### src/npce_pkg.sv
// Shared types, constants and the non-printing interval table for the
// caret-notation escaper. No dependencies.
`timescale 1ns / 1ps

package npce_pkg;

  localparam int CP_W            = 21;
  localparam int TDATA_W         = 24;
  localparam int NUM_SPANS       = 20;
  localparam int QUEUE_DEPTH_DEF = 2;

  localparam logic [CP_W-1:0] CARET     = 21'h00005E;
  localparam logic [CP_W-1:0] QUESTION  = 21'h00003F;
  localparam logic [CP_W-1:0] CTRL_FLIP = 21'h000040;
  localparam logic [CP_W-1:0] ASCII_US  = 21'h00001F;
  localparam logic [CP_W-1:0] ASCII_DEL = 21'h00007F;

  // Cc and Cf intervals, inclusive bounds
  localparam logic [CP_W-1:0] SPAN_LO [NUM_SPANS] = '{
    21'h00000, 21'h0007F, 21'h000AD, 21'h00600, 21'h0061C,
    21'h006DD, 21'h0070F, 21'h008E2, 21'h0180E, 21'h0200B,
    21'h0202A, 21'h02060, 21'h02066, 21'h0FEFF, 21'h0FFF9,
    21'h110BD, 21'h1BCA0, 21'h1D173, 21'hE0001, 21'hE0020
  };
  localparam logic [CP_W-1:0] SPAN_HI [NUM_SPANS] = '{
    21'h0001F, 21'h0009F, 21'h000AD, 21'h00605, 21'h0061C,
    21'h006DD, 21'h0070F, 21'h008E2, 21'h0180E, 21'h0200F,
    21'h0202E, 21'h02064, 21'h0206F, 21'h0FEFF, 21'h0FFFB,
    21'h110BD, 21'h1BCA3, 21'h1D17A, 21'hE0001, 21'hE007F
  };

  // Classified item handed from front to back
  typedef struct packed {
    logic [CP_W-1:0] code_point;
    logic            hidden;
    logic            ctrl;
  } npce_item_t;

  // Back-end status seen by the top level
  typedef struct packed {
    logic pending;
    logic pop;
  } npce_emit_stat_t;

  // Parallel interval compare over the whole table
  function automatic logic span_hit(logic [CP_W-1:0] cp);
    logic hit;
    hit = 1'b0;
    for (int i = 0; i < NUM_SPANS; i++) begin
      if (cp >= SPAN_LO[i] && cp <= SPAN_HI[i]) hit = 1'b1;
    end
    return hit;
  endfunction

  function automatic logic is_ctrl(logic [CP_W-1:0] cp);
    return (cp <= ASCII_US) || (cp == ASCII_DEL);
  endfunction

endpackage

### src/npce_classify.sv
// Front end: accepts code points, classifies them and holds them in one
// pipeline register. Depends on npce_pkg.
`timescale 1ns / 1ps

module npce_classify import npce_pkg::*; (
  input  logic            clk,
  input  logic            rst,
  input  logic            in_valid,
  output logic            in_ready,
  input  logic [CP_W-1:0] in_cp,
  output logic            item_valid,
  input  logic            item_ready,
  output npce_item_t      item
);

  logic       valid;
  npce_item_t held;

  assign in_ready   = !valid || item_ready;
  assign item_valid = valid;
  assign item       = held;

  // Advance when the queue takes the held request or the stage is empty
  always_ff @(posedge clk) begin
    if (rst) begin
      valid <= 1'b0;
    end else if (in_ready) begin
      valid <= in_valid;
    end
  end

  // Classify on the way in
  always_ff @(posedge clk) begin
    if (in_ready && in_valid) begin
      held.code_point <= in_cp;
      held.hidden     <= span_hit(in_cp);
      held.ctrl       <= is_ctrl(in_cp);
    end
  end

endmodule

### src/npce_queue.sv
// Short FIFO between the classifier and the emitter.
// Depends on npce_pkg for the item type.
`timescale 1ns / 1ps

module npce_queue import npce_pkg::*; #(
  parameter int DEPTH = QUEUE_DEPTH_DEF
) (
  input  logic       clk,
  input  logic       rst,
  input  logic       push_valid,
  output logic       push_ready,
  input  npce_item_t push_item,
  output logic       pop_valid,
  input  logic       pop_ready,
  output npce_item_t pop_item
);

  localparam int AW = (DEPTH > 1) ? $clog2(DEPTH) : 1;
  localparam int CW = $clog2(DEPTH + 1);
  localparam logic [AW-1:0] LAST_IDX = AW'(DEPTH - 1);
  localparam logic [CW-1:0] FULL_CNT = CW'(DEPTH);

  npce_item_t    mem [DEPTH];
  logic [AW-1:0] wr_ptr;
  logic [AW-1:0] rd_ptr;
  logic [CW-1:0] count;
  logic          do_push;
  logic          do_pop;

  assign push_ready = (count != FULL_CNT);
  assign pop_valid  = (count != '0);
  assign pop_item   = mem[rd_ptr];
  assign do_push    = push_valid && push_ready;
  assign do_pop     = pop_valid && pop_ready;

  // Store incoming request
  always_ff @(posedge clk) begin
    if (do_push) mem[wr_ptr] <= push_item;
  end

  // Advance pointers and occupancy
  always_ff @(posedge clk) begin
    if (rst) begin
      wr_ptr <= '0;
      rd_ptr <= '0;
      count  <= '0;
    end else begin
      if (do_push) wr_ptr <= (wr_ptr == LAST_IDX) ? '0 : wr_ptr + 1'b1;
      if (do_pop)  rd_ptr <= (rd_ptr == LAST_IDX) ? '0 : rd_ptr + 1'b1;
      if (do_push && !do_pop)      count <= count + 1'b1;
      else if (do_pop && !do_push) count <= count - 1'b1;
    end
  end

endmodule

### src/npce_emit.sv
// Back end: expands each classified item into one or two output beats
// held in an output register. Depends on npce_pkg.
`timescale 1ns / 1ps

module npce_emit import npce_pkg::*; (
  input  logic            clk,
  input  logic            rst,
  input  logic            item_valid,
  output logic            item_ready,
  input  npce_item_t      item,
  output logic            out_valid,
  input  logic            out_ready,
  output logic [CP_W-1:0] out_char,
  output logic            out_last,
  output npce_emit_stat_t stat
);

  logic            valid;
  logic            pending;
  logic [CP_W-1:0] second;
  logic            load;

  assign load       = !valid || out_ready;
  assign item_ready = load && !pending;
  assign out_valid  = valid;
  assign stat.pending = pending;
  assign stat.pop     = item_valid && item_ready;

  // Control: output valid and second-beat flag
  always_ff @(posedge clk) begin
    if (rst) begin
      valid   <= 1'b0;
      pending <= 1'b0;
    end else if (load) begin
      if (pending) begin
        valid   <= 1'b1;
        pending <= 1'b0;
      end else begin
        valid   <= item_valid;
        pending <= item_valid && item.hidden;
      end
    end
  end

  // Payload: caret first for hidden characters, then the escape letter
  always_ff @(posedge clk) begin
    if (load) begin
      if (pending) begin
        out_char <= second;
        out_last <= 1'b1;
      end else if (item_valid) begin
        if (item.hidden) begin
          out_char <= CARET;
          out_last <= 1'b0;
          second   <= item.ctrl ? (item.code_point ^ CTRL_FLIP) : QUESTION;
        end else begin
          out_char <= item.code_point;
          out_last <= 1'b1;
        end
      end
    end
  end

endmodule

### src/nonprintable_char_escaper.sv
// Caret-notation escaper: one code point per request in, one or two
// characters out, through the classifier register, queue and output register.
// Throughput: one request per cycle for printable characters while the output
// is not stalled; an escaped character takes two output beats, caret then letter, since there is a single output port.
// A 2-entry queue decouples the classifier from the emitter.
// Reset (rst, synchronous) empties all stages; no other state is kept.
`timescale 1ns / 1ps

module nonprintable_char_escaper import npce_pkg::*; #(
  parameter int QUEUE_DEPTH = QUEUE_DEPTH_DEF
) (
  input  logic               clk,
  input  logic               rst,
  input  logic               s_axis_tvalid,
  output logic               s_axis_tready,
  input  logic [TDATA_W-1:0] s_axis_tdata,  // [20:0] code_point, [23:21] zero
  output logic               m_axis_tvalid,
  input  logic               m_axis_tready,
  output logic [TDATA_W-1:0] m_axis_tdata,  // [20:0] out_char, [23:21] zero
  output logic               m_axis_tlast
);

  logic            front_valid;
  logic            front_ready;
  npce_item_t      front_item;
  logic            q_valid;
  logic            q_ready;
  npce_item_t      q_item;
  logic [CP_W-1:0] out_char;
  npce_emit_stat_t emit_stat;

  npce_classify u_classify (
    .clk        (clk),
    .rst        (rst),
    .in_valid   (s_axis_tvalid),
    .in_ready   (s_axis_tready),
    .in_cp      (s_axis_tdata[CP_W-1:0]),
    .item_valid (front_valid),
    .item_ready (front_ready),
    .item       (front_item)
  );

  npce_queue #(.DEPTH(QUEUE_DEPTH)) u_queue (
    .clk        (clk),
    .rst        (rst),
    .push_valid (front_valid),
    .push_ready (front_ready),
    .push_item  (front_item),
    .pop_valid  (q_valid),
    .pop_ready  (q_ready),
    .pop_item   (q_item)
  );

  npce_emit u_emit (
    .clk        (clk),
    .rst        (rst),
    .item_valid (q_valid),
    .item_ready (q_ready),
    .item       (q_item),
    .out_valid  (m_axis_tvalid),
    .out_ready  (m_axis_tready),
    .out_char   (out_char),
    .out_last   (m_axis_tlast),
    .stat       (emit_stat)
  );

  assign m_axis_tdata = {{(TDATA_W - CP_W){1'b0}}, out_char};

  // A beat that is not the last is always the caret
  a_caret_first: assert property (@(posedge clk) disable iff (rst)
    m_axis_tvalid && !m_axis_tlast |-> m_axis_tdata[CP_W-1:0] == CARET)
    else $error("non-final beat is not a caret");

  // Once the caret is taken, the escape letter follows in the next cycle
  a_second_beat: assert property (@(posedge clk) disable iff (rst)
    m_axis_tvalid && m_axis_tready && !m_axis_tlast |=> m_axis_tvalid && m_axis_tlast)
    else $error("escape letter did not follow caret");

  // No request leaves the queue while a second beat is owed
  a_no_pop_pending: assert property (@(posedge clk) disable iff (rst)
    emit_stat.pending |-> !emit_stat.pop)
    else $error("queue popped while second beat pending");

  // A pending second beat means the caret is in the output register
  a_pending_caret: assert property (@(posedge clk) disable iff (rst)
    emit_stat.pending |-> m_axis_tvalid && !m_axis_tlast)
    else $error("pending flag without caret in output register");

endmodule

### config.mk
export PLATFORM = sky130hd
export DESIGN_NAME = nonprintable_char_escaper
export DESIGN_NICKNAME = d
export VERILOG_FILES = /design/src/npce_pkg.sv /design/src/npce_classify.sv /design/src/npce_queue.sv /design/src/npce_emit.sv /design/src/nonprintable_char_escaper.sv
export SDC_FILE = /design/constraint.sdc
export NUM_CORES = 1
export LEC_CHECK = 0
export ABC_AREA = 1
export BUFFER_PORTS_ARGS = -buffer_cell sky130_fd_sc_hd__buf_2
export CAP_MARGIN = 25
export CORE_MARGIN = 4
export CORE_UTILIZATION = 65
export CTS_BUF_LIST = sky130_fd_sc_hd__clkbuf_4 sky130_fd_sc_hd__clkbuf_8
export CTS_CLUSTER_DIAMETER = 120
export DETAILED_ROUTE_END_ITERATION = 7
export HOLD_SLACK_MARGIN = 0.05
export PLACE_DENSITY_LB_ADDON = 0.1
export SYNTH_ARGS = -nofsm -noshare
export SYNTH_HDL_FRONTEND = slang
export SYNTH_SLANG_ARGS = --single-unit
### constraint.sdc
create_clock -name clk -period 5.2 [get_ports clk]
set_input_delay 0.52 -clock clk [delete_from_list [all_inputs] [get_ports clk]]
set_output_delay 0.52 -clock clk [all_outputs]
set_load 0.005 [all_outputs]
==> flow_metrics.py <==
metrics = {
    "logic_synthesis": {
        "synth_area_leaders": "edfxtp_1 (59%), nand2_1 (7.9%), nor2_1 (5.8%), nand3_1 (4.3%), mux2i_1 (3.5%)",
        "synth_cell_type_count": 32,
        "synth_warnings": 0,
        "async_reset_ff_frac": 0,
        "synth_edf_count": 112,
        "synth-seq-cells": 120,
        "yosys.area.top_type": "edfxtp_1",
        "syn-cell-area_um2": 5710,
        "synth_top_flop_cell": "edfxtp_1",
        "netlist_instances": 566,
        "seq_area_frac_synth": 0.617,
        "syn-mean-instance-area_um2": 10.1,
        "synthDominantCellAreaShare": 0.589,
    },
    "clock_tree": {
        "clk_path_buf_depth": 2,
        "cts_tree": "done",
        "post-cts-setup-buffers": 0,
        "clk_latency_ns": 0.44,
        "cts.sink_count": 120,
        "htreeDepth": 4,
        "ctsHoldBuffers": 0,
        "root_buffer": "clkbuf_8",
        "cts_resized": 0,
        "clkTransAtPathRegs_ns": 0.07,
        "cts_made_buffers": 17,
    },
    "route": {
        "totalWireLength_mm": 14.1,
        "wl_per_cell_um": 19.0,
        "ant_nets": 0,
        "drt_iter0_markers": 345,
        "vias_per_cell": 5.94,
        "drc": 0,
        "first_pass_iters": 5,
        "vias": 4411,
    },
    "setup_path": {
        "cp.arrival_ns": 2.33,
        "reg2reg_slack_ns": 3.10,
        "worst_setup_path_start_kind": "register",
        "crit_path_end_kind": "register",
        "worstRegToRegCells": 7,
        "r2r-end": "u_emit.out_char[10]",
        "crit_end": "u_emit.out_char[10]",
        "critical_path_class": "register to register",
        "critPathRequiredTime_ns": 5.43,
        "cp_max_fo": 26,
    },
    "sta": {
        "finalHoldViolations": 0,
        "rsz0062_at_grt": "no",
        "slew_headroom": 0.322,
        "max_freq_mhz": 476,
        "period_needed_ns": 2.10,
        "skew_ns": 0.0139,
        "worst_slack_ns": 3.10,
        "fin_crit_sh": 0.404,
        "slew_violations": 0,
        "tns_ns": 0,
        "whs_ns": 0.292,
        "tightest_slew_ns": 1.01,
        "finalSetupViolations": 0,
    },
    "global_routing": {
        "overflow": 0,
        "grt.total_usage": 0.292,
        "antenna_found_initial": 0,
        "grt_pass1_vias": 4305,
        "grt_pass1_wl_mm": 22.0,
        "grt_max_degree": 27,
    },
    "final_layout": {
        "n_antenna_cell": 0,
        "fin_nets": 653,
        "final_common_cell": "nand2_1",
        "layout-drive-gt1-share": 0.192,
        "syn_to_final_growth_pct": 13.7,
        "final_cell_mix": "nand2_1 (120), edfxtp_1 (112), nor2_1 (87)",
    },
    "floorplanning": {
        "initial_core_util": 0.681,
        "die_area_um2": 10300,
        "core_um2": 8380,
        "num_rows": 33,
        "dieHeight_um": 102,
        "ios": 55,
        "die_w_um": 102,
    },
    "pwr": {
        "p_leak_uw": 0.00256,
        "ir_drop_v": 0.000241,
        "powerDensity_nw_per_um2": 464,
    },
    "place": {
        "port_buffers": 48,
        "gp_congestion": 1.00,
        "dp_slack_ns": 2.71,
        "place_hpwl_mm": 9.90,
    },
    "hold_path": {
        "hold_class": "primary input to register",
    },
    "run_status": {
        "status": "finished clean",
    },
    "job": {
        "max-cap-violations": 0,
    },
}
worst min-delay path by stage:
stage	from	endpoint	slack [ns]	depth (start not counted)
after floorplan	u_classify.item[0]	u_queue.mem[0][0]	0.42	0
after global placement	u_classify.item[2]	u_queue.mem[0][2]	0.42	0
after detailed placement	u_classify.item[2]	u_queue.mem[1][2]	0.43	0
after CTS	rst	u_classify.item_valid	0.27	2
after global routing	rst	u_classify.item_valid	0.27	2
final	rst	u_classify.item_valid	0.29	2
sequential cells by signal (all words and copies together) (netlist names), named ones only:
name	flops
u_queue.mem	46
u_emit.pending	1
u_emit.out_valid	1
u_queue.wr_ptr	1
u_classify.item_valid	1
u_emit.second	21
u_queue.count	2
u_emit.out_last	1
u_classify.item	23
u_emit.out_char	21
u_queue.rd_ptr	1
metrics by stage:
step / util / cell area, µm² / total power (µW) / instances
6_report: 0.774 / 6490 / 3010 / 742
3_3_place_gp: 0.717 / 6010 / 2000 / 708
5_1_grt: 0.774 / 6490 / 3150 / 742
2_1_floorplan: - / 5720 / 1830 / 568
3_5_place_dp: 0.721 / 6040 / 2080 / 709
4_1_cts: 0.773 / 6480 / 2990 / 741
routing by layer:
metal,share of wire,track usage,vias to the layer above
li1,-,-,2022
met1,0.37,0.336,2058
met2,0.51,0.511,272
met3,0.080,0.0696,59
met4,0.044,0.145,0
met5,0,0,-
cell usage after synthesis (4+ instances only):
master	count
inv_1	48
mux2i_1	20
nor2_2	6
nor3_1	11
nor2_1	88
buf_4	4
nand3_1	49
a21oi_1	14
inv_2	5
nor2_4	9
edfxtp_1	112
buf_2	7
dfxtp_1	8
nand2_1	120
nand4_1	6
nand2_2	5
o21ai_0	31
cell families (layout without fill, tap and decap cells):
logic type               Yosys count  in the layout  share of synthesized area
AO/OA/AOI/OAI                     49             49                     0.0434
buffers and inverters             71            140                     0.0559
adder cells (fa/ha/maj)            1              1                    0.00219
multiplexers                      20             20                     0.0351
flip-flops                       120            120                      0.617
AND/OR/NAND/NOR                  304            304                      0.246
other                              1              3                   0.000657
critical path, stage by stage (launching register included):
cell     delay [ns]
dfxtp_1        0.34
buf_4          0.39
nand2_1        0.10
o21ai_1        0.18
inv_1          0.14
nor2_4         0.17
inv_1          0.23
o21ai_0        0.35
power by group:
part,internal (µW),total [µW],switching [µW]
registers,1370,1450,83.6
clock network,530,910,380
logic,208,649,441
final cells by class:
type | count | area [µm²]
fillers | 498 | 1890
well taps | 105 | 131
multi-input cells | 377 | 1880
clock buffers | 18 | 241
flip-flops and latches | 120 | 3520
inverters | 55 | 213
clock inverters | 14 | 195
repair buffers | 53 | 305
Power figures use the tool's default switching activity.
